File: src/rtl/lcs_pkg.sv
`timescale 1ns / 1ps
// ----------------------------------------------------------------------------
// lcs_pkg
// Shared sizes, request codes, controller state and the command and status
// groups that join the controller to the datapath.
// ----------------------------------------------------------------------------
package lcs_pkg;

    // Store size and derived widths
    localparam int MAX_LEN = 64;
    localparam int IDX_W   = $clog2(MAX_LEN);
    localparam int CNT_W   = $clog2(MAX_LEN + 1);
    localparam int CH_W    = 8;

    // Request codes carried by req_type
    localparam logic REQ_FIRST  = 1'b0;
    localparam logic REQ_SECOND = 1'b1;

    // Controller states
    typedef enum logic [1:0] {
        S_IDLE,
        S_ROW,
        S_DONE
    } state_t;

    // Commands from the controller
    typedef struct packed {
        logic take;    // input beat accepted this cycle
        logic scan;    // row scan in progress
        logic finish;  // load result and clear the job
    } cmd_t;

    // Status towards the controller
    typedef struct packed {
        logic second_full;  // second string already at store size
        logic row_done;     // every cell of the row has been written
        logic last_seen;    // latched last mark of the current second byte
        logic out_free;     // output register can take a result
    } sts_t;

endpackage

File: src/rtl/lcs_ctrl.sv
`timescale 1ns / 1ps
// ----------------------------------------------------------------------------
// lcs_ctrl
// Controller: accepts beats while idle, scans one row per second-string byte
// within store size, hands the result to the output register on the last byte.
// ----------------------------------------------------------------------------
module lcs_ctrl (
    input  logic          clk,
    input  logic          rst_n,
    input  logic          in_valid,
    input  logic          req_type,
    input  logic          last,
    input  lcs_pkg::sts_t sts,
    output lcs_pkg::cmd_t cmd,
    output logic          in_stall
);
    import lcs_pkg::*;

    state_t state_reg;
    state_t state_next;

    // Hold state
    always_ff @(posedge clk or negedge rst_n)
    begin
        if (!rst_n)
        begin
            state_reg <= S_IDLE;
        end
        else
        begin
            state_reg <= state_next;
        end
    end

    // Next state
    always_comb
    begin
        state_next = state_reg;
        case (state_reg)
            S_IDLE:
            begin
                if (in_valid && (req_type == REQ_SECOND))
                begin
                    if (sts.second_full)
                    begin
                        state_next = last ? S_DONE : S_IDLE;
                    end
                    else
                    begin
                        state_next = S_ROW;
                    end
                end
            end
            S_ROW:
            begin
                if (sts.row_done)
                begin
                    state_next = sts.last_seen ? S_DONE : S_IDLE;
                end
            end
            S_DONE:
            begin
                if (sts.out_free)
                begin
                    state_next = S_IDLE;
                end
            end
            default:
            begin
                state_next = S_IDLE;
            end
        endcase
    end

    // Outputs
    always_comb
    begin
        in_stall   = 1'b1;
        cmd.take   = 1'b0;
        cmd.scan   = 1'b0;
        cmd.finish = 1'b0;
        case (state_reg)
            S_IDLE:
            begin
                in_stall = 1'b0;
                cmd.take = in_valid;
            end
            S_ROW:
            begin
                cmd.scan = 1'b1;
            end
            S_DONE:
            begin
                cmd.finish = sts.out_free;
            end
            default:
            begin
                in_stall = 1'b1;
            end
        endcase
    end

endmodule

File: src/rtl/lcs_datapath.sv
`timescale 1ns / 1ps
// ----------------------------------------------------------------------------
// lcs_datapath
// First-string store, run-length row memory, one-cell-per-cycle update of
// the row with best tracking, and the output register.
// ----------------------------------------------------------------------------
module lcs_datapath (
    input  logic                     clk,
    input  logic                     rst_n,
    input  lcs_pkg::cmd_t            cmd,
    output lcs_pkg::sts_t            sts,
    input  logic                     req_type,
    input  logic [lcs_pkg::CH_W-1:0] ch,
    input  logic                     last,
    output logic                     out_valid,
    input  logic                     out_stall,
    output logic [lcs_pkg::CNT_W-1:0] match_len,
    output logic [lcs_pkg::CNT_W-1:0] end_in_first,
    output logic [lcs_pkg::CNT_W-1:0] end_in_second,
    output logic [lcs_pkg::IDX_W-1:0] start_in_first,
    output logic                     overflowed
);
    import lcs_pkg::*;

    // Memories
    logic [CH_W-1:0]  store_mem [MAX_LEN];
    logic [CNT_W-1:0] row_mem   [MAX_LEN];

    // Job state
    logic [CNT_W-1:0] first_len_reg,   first_len_next;
    logic [CNT_W-1:0] second_pos_reg,  second_pos_next;
    logic [CNT_W-1:0] best_len_reg,    best_len_next;
    logic [CNT_W-1:0] best_first_reg,  best_first_next;
    logic [CNT_W-1:0] best_second_reg, best_second_next;
    logic             overflow_reg,    overflow_next;
    logic             last_reg,        last_next;
    logic             row_zero_reg,    row_zero_next;

    // Scan pipeline
    logic [CH_W-1:0]  ch_reg,        ch_next;
    logic [CNT_W-1:0] issue_cnt_reg, issue_cnt_next;
    logic             pend_vld_reg,  pend_vld_next;
    logic [IDX_W-1:0] pend_idx_reg,  pend_idx_next;
    logic [CNT_W-1:0] prev_old_reg,  prev_old_next;
    logic [CH_W-1:0]  store_q_reg;
    logic [CNT_W-1:0] row_q_reg;

    // Output register
    logic             out_valid_reg,  out_valid_next;
    logic [CNT_W-1:0] out_len_reg,    out_len_next;
    logic [CNT_W-1:0] out_first_reg,  out_first_next;
    logic [CNT_W-1:0] out_second_reg, out_second_next;
    logic [IDX_W-1:0] out_start_reg,  out_start_next;
    logic             out_ovf_reg,    out_ovf_next;

    // Memory control
    logic             store_we;
    logic [IDX_W-1:0] store_waddr;
    logic [IDX_W-1:0] rd_addr;
    logic [CNT_W-1:0] cell_new;
    logic [CNT_W-1:0] cell_old;
    logic [CNT_W-1:0] cell_end;
    logic             issue_more;
    logic             better;

    assign rd_addr    = issue_cnt_reg[IDX_W-1:0];
    assign issue_more = issue_cnt_reg < first_len_reg;

    // Cell update: grow on a match over the old diagonal, else drop to zero
    assign cell_old = row_zero_reg ? '0 : row_q_reg;
    assign cell_new = (store_q_reg == ch_reg) ? (prev_old_reg + CNT_W'(1)) : '0;
    assign cell_end = CNT_W'(pend_idx_reg) + CNT_W'(1);
    assign better   = (cell_new != '0) &&
                      ((cell_new > best_len_reg) ||
                       ((cell_new == best_len_reg) && (cell_end < best_first_reg)));

    // Status
    assign sts.second_full = second_pos_reg >= CNT_W'(MAX_LEN);
    assign sts.row_done    = !issue_more && !pend_vld_reg;
    assign sts.last_seen   = last_reg;
    assign sts.out_free    = !out_valid_reg || !out_stall;

    // Next values
    always_comb
    begin
        first_len_next   = first_len_reg;
        second_pos_next  = second_pos_reg;
        best_len_next    = best_len_reg;
        best_first_next  = best_first_reg;
        best_second_next = best_second_reg;
        overflow_next    = overflow_reg;
        last_next        = last_reg;
        row_zero_next    = row_zero_reg;
        ch_next          = ch_reg;
        issue_cnt_next   = issue_cnt_reg;
        pend_vld_next    = 1'b0;
        pend_idx_next    = pend_idx_reg;
        prev_old_next    = prev_old_reg;
        out_valid_next   = out_valid_reg && out_stall;
        out_len_next     = out_len_reg;
        out_first_next   = out_first_reg;
        out_second_next  = out_second_reg;
        out_start_next   = out_start_reg;
        out_ovf_next     = out_ovf_reg;
        store_we         = 1'b0;
        store_waddr      = first_len_reg[IDX_W-1:0];

        // Take an input beat
        if (cmd.take)
        begin
            if (req_type == REQ_FIRST)
            begin
                if (second_pos_reg == '0)
                begin
                    if (first_len_reg < CNT_W'(MAX_LEN))
                    begin
                        store_we       = 1'b1;
                        first_len_next = first_len_reg + CNT_W'(1);
                    end
                    else
                    begin
                        overflow_next = 1'b1;
                    end
                end
            end
            else
            begin
                last_next = last;
                if (sts.second_full)
                begin
                    overflow_next = 1'b1;
                end
                else
                begin
                    second_pos_next = second_pos_reg + CNT_W'(1);
                    row_zero_next   = second_pos_reg == '0;
                    ch_next         = ch;
                    issue_cnt_next  = '0;
                    prev_old_next   = '0;
                end
            end
        end

        // Advance the read side of the scan
        if (cmd.scan && issue_more)
        begin
            issue_cnt_next = issue_cnt_reg + CNT_W'(1);
            pend_idx_next  = rd_addr;
            pend_vld_next  = 1'b1;
        end

        // Retire one cell and track the best
        if (pend_vld_reg)
        begin
            prev_old_next = cell_old;
            if (better)
            begin
                best_len_next    = cell_new;
                best_first_next  = cell_end;
                best_second_next = second_pos_reg;
            end
        end

        // Load the result and clear the job
        if (cmd.finish)
        begin
            out_valid_next   = 1'b1;
            out_len_next     = best_len_reg;
            out_first_next   = best_first_reg;
            out_second_next  = best_second_reg;
            out_start_next   = (best_len_reg != '0) ?
                               IDX_W'(best_first_reg - best_len_reg) : '0;
            out_ovf_next     = overflow_reg;
            first_len_next   = '0;
            second_pos_next  = '0;
            best_len_next    = '0;
            best_first_next  = '0;
            best_second_next = '0;
            overflow_next    = 1'b0;
        end
    end

    // Control registers
    always_ff @(posedge clk or negedge rst_n)
    begin
        if (!rst_n)
        begin
            first_len_reg   <= '0;
            second_pos_reg  <= '0;
            best_len_reg    <= '0;
            best_first_reg  <= '0;
            best_second_reg <= '0;
            overflow_reg    <= 1'b0;
            last_reg        <= 1'b0;
            row_zero_reg    <= 1'b0;
            issue_cnt_reg   <= '0;
            pend_vld_reg    <= 1'b0;
            out_valid_reg   <= 1'b0;
        end
        else
        begin
            first_len_reg   <= first_len_next;
            second_pos_reg  <= second_pos_next;
            best_len_reg    <= best_len_next;
            best_first_reg  <= best_first_next;
            best_second_reg <= best_second_next;
            overflow_reg    <= overflow_next;
            last_reg        <= last_next;
            row_zero_reg    <= row_zero_next;
            issue_cnt_reg   <= issue_cnt_next;
            pend_vld_reg    <= pend_vld_next;
            out_valid_reg   <= out_valid_next;
        end
    end

    // Payload registers
    always_ff @(posedge clk)
    begin
        ch_reg         <= ch_next;
        pend_idx_reg   <= pend_idx_next;
        prev_old_reg   <= prev_old_next;
        out_len_reg    <= out_len_next;
        out_first_reg  <= out_first_next;
        out_second_reg <= out_second_next;
        out_start_reg  <= out_start_next;
        out_ovf_reg    <= out_ovf_next;
    end

    // First-string store: write on a kept byte, registered read
    always_ff @(posedge clk)
    begin
        if (store_we)
        begin
            store_mem[store_waddr] <= ch;
        end
        store_q_reg <= store_mem[rd_addr];
    end

    // Run-length row: write the retired cell, registered read
    always_ff @(posedge clk)
    begin
        if (pend_vld_reg)
        begin
            row_mem[pend_idx_reg] <= cell_new;
        end
        row_q_reg <= row_mem[rd_addr];
    end

    assign out_valid      = out_valid_reg;
    assign match_len      = out_len_reg;
    assign end_in_first   = out_first_reg;
    assign end_in_second  = out_second_reg;
    assign start_in_first = out_start_reg;
    assign overflowed     = out_ovf_reg;

    // Checks
    a_pend_in_range: assert property (@(posedge clk) disable iff (!rst_n)
        pend_vld_reg |-> (CNT_W'(pend_idx_reg) < first_len_reg))
        else $error("retiring cell beyond first string");

    a_best_fits: assert property (@(posedge clk) disable iff (!rst_n)
        best_len_reg <= best_first_reg)
        else $error("best length exceeds its end position");

    a_finish_loads: assert property (@(posedge clk) disable iff (!rst_n)
        cmd.finish |=> (out_valid_reg && (first_len_reg == '0) && (best_len_reg == '0)))
        else $error("result not loaded or job not cleared");

    a_lengths_bounded: assert property (@(posedge clk) disable iff (!rst_n)
        (first_len_reg <= CNT_W'(MAX_LEN)) && (second_pos_reg <= CNT_W'(MAX_LEN)))
        else $error("string length beyond store size");

endmodule

File: src/rtl/longest_common_substring.sv
`timescale 1ns / 1ps
// ----------------------------------------------------------------------------
// longest_common_substring
// Timing: a first-string beat is taken while idle; a kept second-string beat
// holds off new beats while the row memory is scanned one cell per cycle.
// After the last byte's scan, the done state loads the output register.
// Throughput: one beat at a time; a waiting result blocks new beats only once
// the next result is ready.
// Reset: asynchronous, clears all control state; memories are not cleared.
// ----------------------------------------------------------------------------
// Longest common substring top level
// Joins the controller and the datapath.
// ----------------------------------------------------------------------------
module longest_common_substring (
    input  logic                      clk,
    input  logic                      rst_n,
    input  logic                      in_valid,
    output logic                      in_stall,
    input  logic                      req_type,
    input  logic [lcs_pkg::CH_W-1:0]  ch,
    input  logic                      last,
    output logic                      out_valid,
    input  logic                      out_stall,
    output logic [lcs_pkg::CNT_W-1:0] match_len,
    output logic [lcs_pkg::CNT_W-1:0] end_in_first,
    output logic [lcs_pkg::CNT_W-1:0] end_in_second,
    output logic [lcs_pkg::IDX_W-1:0] start_in_first,
    output logic                      overflowed
);
    import lcs_pkg::*;

    cmd_t cmd;
    sts_t sts;

    // Controller
    lcs_ctrl u_ctrl (
        .clk      (clk),
        .rst_n    (rst_n),
        .in_valid (in_valid),
        .req_type (req_type),
        .last     (last),
        .sts      (sts),
        .cmd      (cmd),
        .in_stall (in_stall)
    );

    // Datapath
    lcs_datapath u_datapath (
        .clk            (clk),
        .rst_n          (rst_n),
        .cmd            (cmd),
        .sts            (sts),
        .req_type       (req_type),
        .ch             (ch),
        .last           (last),
        .out_valid      (out_valid),
        .out_stall      (out_stall),
        .match_len      (match_len),
        .end_in_first   (end_in_first),
        .end_in_second  (end_in_second),
        .start_in_first (start_in_first),
        .overflowed     (overflowed)
    );

endmodule
File: config.mk
export PLATFORM = sky130hd
export DESIGN_NAME = longest_common_substring
export DESIGN_NICKNAME = d
export VERILOG_FILES = /design/src/rtl/lcs_pkg.sv /design/src/rtl/lcs_ctrl.sv /design/src/rtl/lcs_datapath.sv /design/src/rtl/longest_common_substring.sv
export SDC_FILE = /design/constraint.sdc
export NUM_CORES = 1
export LEC_CHECK = 0
export BUFFER_PORTS_ARGS = -buffer_cell sky130_fd_sc_hd__buf_2
export CORE_UTILIZATION = 35
export DETAILED_ROUTE_END_ITERATION = 10
export GPL_ROUTABILITY_DRIVEN = 0
export PLACE_DENSITY = 0.47
export SLEW_MARGIN = 0
export SYNTH_ARGS = -nofsm -noshare
export SYNTH_HDL_FRONTEND = slang
export SYNTH_SLANG_ARGS = --single-unit
File: constraint.sdc
create_clock -name clk -period 5.2 [get_ports clk]
set_input_delay 0.26 -clock clk [delete_from_list [all_inputs] [get_ports clk]]
set_output_delay 0.26 -clock clk [all_outputs]
set_load 0.02 [all_outputs]
## Word-level counts from Yosys, hierarchy flattened

Memory sizes are Yosys's and may differ from the RTL's. A register that Yosys moved wholly into a read port is not among the register bits.
Index checks and enable logic that the tools add are counted.

| word-level totals | value |
|---|---|
| input bits | 14 |
| bits in registers | 98 |
| memories | 2 |
| memory bits (writable) | 960 |

| operators by class | value |
|---|---|
| mux-type cells | 52 |
| magnitude comparators | 5 |
| equality and inequality tests | 13 |
| $add $sub $neg | 6 |
| reduce and logical (&&, ||, !) cells | 36 |
| bitwise logic cells | 1 |

Memory list:

| name | words | bits a word | rd ports | clocked after Yosys merged registers in | write ports | line | RTL |
|---|---|---|---|---|---|---|---|
| u_datapath.store_mem | 64 | 8 | 1 | 1 | 1 | lcs_datapath.sv:26 | `logic [CH_W-1:0] store_mem [MAX_LEN];` |
| u_datapath.row_mem | 64 | 7 | 1 | 1 | 1 | lcs_datapath.sv:27 | `logic [CNT_W-1:0] row_mem [MAX_LEN];` |

Operator list:

| cell | number |
|---|---|
| two-way mux 7 bit | 25 |
| adder 7 x 1 -> 7 bit (second input constant) | 4 |
| two-way mux 1 bit | 20 |
| nonzero test 2 bit | 10 |
| AND reduction 3 bit | 5 |
| less-than comparator 7 bit | 2 |
| nonzero test 7 bit | 2 |
| two-way mux 2 bit | 6 |
| inequality test 2 x 1 -> 1 bit (second input constant) | 5 |
| == test 8 bit | 1 |
| AND reduction 4 bit | 2 |
| adder 6 x 1 -> 7 bit (second input constant) | 1 |
| == test 7 bit | 1 |
| greater-or-equal comparator 7 bit (second input constant) | 1 |
| greater-than comparator 7 bit | 1 |
| logical NOT 7 bit | 1 |
| less-than comparator 7 bit (second input constant) | 1 |
| logical AND 1 bit | 6 |
| case mux 2 bit (3 select lines) | 1 |
| subtractor 6 bit | 1 |
| logical NOT 1 bit | 4 |
| inequality test 2 bit (second input constant) | 2 |
| AND reduction 2 bit | 2 |
| inequality test 3 x 1 -> 1 bit (second input constant) | 1 |
| other kinds (7) | 8 |

## Logic depth before layout (Yosys ltp)

| logic depth | value |
|---|---|
| depth after elaboration | 9 |
| mapped depth | 15 |

## Hierarchy

From an unflattened synthesis, not the netlist that was laid out.

| unflattened totals | value |
|---|---|
| cells, all modules | 2117 |
| area, all modules | 41987.8 sq um |

Modules (own cells, without submodules):

| module | sequential area each (sq um) | cells an instance | instances | area each (sq um) |
|---|---|---|---|---|
| lcs_datapath | 31775.5 | 2102 | 1 | 41841.4 |
| lcs_ctrl | 50.0 | 15 | 1 | 146.4 |

## Least setup slack after synthesis

OpenSTA, ideal clock, no wires.

| timing path | value |
|---|---|
| path type | register to register |
| start point | register u_datapath.ch_reg[1] |
| end point | register u_datapath.best_second_reg[2] |
| clock period less this slack | 4472 ps |
| setup slack | 728 ps |
| arrival | 4296 ps |
| cell stages (with the launch flop) | 16 |
| path buffers | 2 |
| setup time | 176 ps |
| cell sequence | edfxtp_1 -> xor2_1 -> nor4_1 -> nand2_1 -> nor2_1 -> inv_1 -> ha_1 -> nand2b_1 -> a21o_1 -> a211oi_1 -> o31ai_1 -> and3_1 -> buf_2 -> buf_4 -> mux2i_1 -> nor2_1 |

| on the way | value |
|---|---|
| longest elaborated chain between the ends | 8 |
| elaborated cells between the ends (all ways) | 10 |

RTL lines:

| what | line | RTL |
|---|---|---|
| start: declaration | lcs_datapath.sv:40 | `logic [CH_W-1:0] ch_reg, ch_next;` |
| start signal: assignment | lcs_datapath.sv:219 | `ch_reg <= ch_next;` |
| == test 8 bit (*) | lcs_datapath.sv:71 | `assign cell_new = (store_q_reg == ch_reg) ? (prev_old_reg + CNT_W'(1)) : '0;` |
| two-way mux 7 bit (*) | lcs_datapath.sv:71 |  |
| via u_datapath.cell_new[0] | lcs_datapath.sv:60 | `logic [CNT_W-1:0] cell_new;` |
| parallel branches: the longest is 3 deep, another holds greater-than comparator 7 bit | n/a |  |
| logical AND 1 bit (*) | lcs_datapath.sv:73 | `assign better = (cell_new != '0) &&` |
| nonzero test 2 bit (no source line) (*) | n/a |  |
| AND reduction 2 bit (no source line) (*) | n/a |  |
| end signal: assignment | lcs_datapath.sv:206 | `best_second_reg <= best_second_next;` |
| end: declaration | lcs_datapath.sv:34 | `logic [CNT_W-1:0] best_second_reg, best_second_next;` |

Mark *: on every way through the listed nets, which the timed path passes.
A chain may end at the register's enable or synchronous reset.

## Final worst setup path

| timing path | value |
|---|---|
| start point | register u_datapath.second_pos_reg[0] |
| end point | memory u_datapath.store_mem[20][3] (enable) |

| on the way | value |
|---|---|
| longest elaborated chain between the ends | 6 |

RTL lines:

| what | line | RTL |
|---|---|---|
| start: declaration | lcs_datapath.sv:31 | `logic [CNT_W-1:0] second_pos_reg, second_pos_next;` |
| start signal: assignment | lcs_datapath.sv:203 | `second_pos_reg <= second_pos_next;` |
| logical NOT 7 bit | lcs_datapath.sv:113 | `if (second_pos_reg == '0)` |
| two-way mux 1 bit | lcs_datapath.sv:113 |  |
| two-way mux 1 bit | lcs_datapath.sv:111 | `if (req_type == REQ_FIRST)` |
| two-way mux 1 bit | lcs_datapath.sv:109 | `if (cmd.take)` |
| two-way mux 1 bit | lcs_datapath.sv:232 | `if (store_we)` |
| two-way mux 1 bit (implied by the code) | lcs_datapath.sv:234 | `store_mem[store_waddr] <= ch;` |
| end: declaration | lcs_datapath.sv:26 |  |

No other way between the ends.

==> key figures <==
Run status
  • Status: finished, final reports clean

Cells and area
  • Layout cells sized above 1: 24.2%
  • Number of flip-flops in the largest register: 512
  • Commonest non-fill, non-tap cell in the layout: edfxtp_1
  • Most frequent cells in the layout: edfxtp_1 (1009), mux4_2 (280), nor2_1 (185)
  • Non-filler cells, final: 3814
  • Biggest regs: u_datapath.store_mem x512, u_datapath.row_mem x448
  • Largest Register: u_datapath.store_mem
  • Layout area overhead: 13.8%
  • # fillers: 10400
  • Nets: 2163
  • Antenna diode count: 0

Logic synthesis
  • Post-synth ARST share: about 4.6%
  • Post-synth net total: 2070
  • Ys Warns: 0
  • Leading area contributor after synthesis: edfxtp_1
  • Post-synth top area share: 71.9%
  • Top area cells in the synthesized netlist: edfxtp_1 (72%), mux4_2 (15%), dfrtp_1 (2.9%), nor2_1 (1.7%), mux2i_1 (1.5%)
  • Avg Inst Size Synth: 20.8 um^2
  • EDFF count, synth: 1009
  • Sequential area share after synthesis: 75.6%
  • Post-Synthesis Cells: 2025
  • Top_reg_cell synth: edfxtp_1
  • Post-Synthesis Cell Area: 42100 um^2
  • Yosys reg bits: 1073
  • Library cells used by synthesis: 51

Floorplan
  • Top Ports: 44
  • Initial cell density of the core: a little over a third
  • Row cnt: 126
  • Die height: ~350 um
  • Die W: 349 um
  • CORE AREA: 119000 um^2
  • Die area: around 120000 um^2

Global route
  • First-pass GRT wire length: 144 mm
  • Largest net degree at the start of global routing: 93
  • Initial antenna violation count: 0
  • GRT Total Usage: 16.3%
  • GR Overflow Total: 0
  • Vias in the first global route: ~20000

STA
  • Slew Limit Fails: 0
  • Final setup vio count: 0
  • Peak Freq: approximately 0.27 GHz
  • Final Hold Fails: 0
  • Hold slack: 85.7 ps
  • Max-slew headroom: 24.5%
  • Final TNS setup: 0 ps
  • RSZ-0062 raised after global routing: no
  • Worst-Margin Slew: 1130 ps
  • Min Tclk post-route: 3680 ps
  • Final worst path period share: 70.7%
  • Setup Skew: 15.6 ps

Hold path
  • Cells on Worst Hold Path: 5
  • Worst min path class: input pin to flop

Route
  • Met2 routed WL: 45.6 mm
  • Residual DRC: 0
  • Drt first pass iters: 6
  • Total wire length: 98.1 mm
  • Wire length per cell: 25.7 um
  • Vias: 19700
  • Detailed Route Iter0 Violations: around 1600
  • Vias per cell: 5.17
  • Antenna Nets Post-Route: 0
  • DR top layer: met4
  • Met3 Wirelength: between 5 and 6 mm
  • Met1 wire length: 45.3 mm

Job
  • Max-cap violations: 0

Clocking
  • Post_cts resized: 0
  • Num CTS Buffers: 110
  • Hold buffers post-CTS: 5
  • Worst-path clk slew: 60 ps
  • Root buffer cell: clkbuf_16
  • Clk_lat worst skew: 670 ps
  • Setup Fix Bufs, Post-CTS: 0
  • H-Tree Depth: 3
  • CTS tree: done
  • CTS sink cnt: 1073
  • CTS max path bufs: 3

Critical path
  • CP required: 5490 ps
  • Startpoint type of the worst setup path: flop
  • FF-to-FF path depth: 7
  • Crit path max fanout: 8
  • Worst setup EP type: flop
  • Reg-to-reg setup timing slack: approximately 1500 ps
  • Critical path type: flop to flop
  • Critical Path AT: 3970 ps

Power and ir drop
  • Lkg Pwr: approximately 0.014 uW
  • Worst vdd ir: about 480 uV
  • Pwr Density: around 460 nW/um^2

Place
  • Placed Instances: between 3000 and 4000
  • Number of port buffers: 43
  • Post-DP HPWL: about 60 mm
stage by stage:
step                setup WS [ps]  total power (uW)  cell area, um^2  utilization [%]
finish                       1520             22100            47900             40.4
global route                 1320             23000            47900             40.4
CTS                          1510             22500            47900             40.4
detailed placement           1560             14500            44300             37.3
global placement             1560             14500            44300             37.3
floorplan                     728             13100            42100                -
critical path, stage by stage (launching register included):
cell     delay (ps)
dfrtp_1         430
inv_1            90
ha_1            140
nor4b_1         470
and4b_1         400
and2_1          320
nand2_1         590
nor2_1          850
power breakdown:
part	switching, uW	internal [uW]	total [uW]
Combinational	2260	1880	4140
Sequential	397	9700	10100
Clock	3240	4660	7900
Total	5890	16200	22100
cell families after synthesis:
group                      share of synthesized area (%)
adders and majority gates                          0.939
DFF                                                 75.6
muxes                                               16.6
buffers and inverters                               1.36
xor gates and xnor gates                           0.665
AOI/OAI and AO/OA                                   1.45
and+or+nand+nor                                     3.43
worst paths after layout:
path / startpoint / end
hold reg to reg: u_datapath.best_second_reg[6] / u_datapath.end_in_second[6]
min in group asynchronous: rst_n / u_datapath.best_first_reg[0]
max in group asynchronous: rst_n / u_datapath.issue_cnt_reg[2]
hold / removal: req_type / u_ctrl.state_reg[1]
setup reg to reg: u_datapath.second_pos_reg[0] / u_datapath.store_mem[20][3]
setup / recovery: u_datapath.second_pos_reg[0] / u_datapath.store_mem[20][3]
cell usage after synthesis, types with 11 or more instances:
library cell  number
edfxtp_1        1009
mux4_2           280
nor2_1           191
mux2i_1           62
dfrtp_1           49
nand2_1           46
clkbuf_1          42
nand3_1           33
ha_1              30
buf_2             29
a22oi_1           28
inv_1             27
xor2_1            19
dfxtp_1           15
a21oi_1           13
buf_1             13
xnor2_1           13
buf_4             12
and2_1            11
cell type report:
cell class / instances / area, um^2 / area share (%)
Sequential cell: 1073 / 31800 / 66.4
Timing Repair Buffer: 80 / 606 / 1.26
Tap cell: 1600 / 2000 / 4.18
Clock inverter: 68 / 691 / 1.44
Inverter: 28 / 105 / 0.219
Clock buffer: 140 / 2930 / 6.11
Multi-Input combinational cell: 825 / 9770 / 20.4
routing by layer:
metal | track usage [%] | up-vias
met5 | 0 | -
met4 | 3.77 | 0
met3 | 3.17 | 105
met2 | 25.1 | 506
met1 | 23.7 | 10600
li1 | - | 8476
No activity file was read; power rests on OpenSTA's default activity.
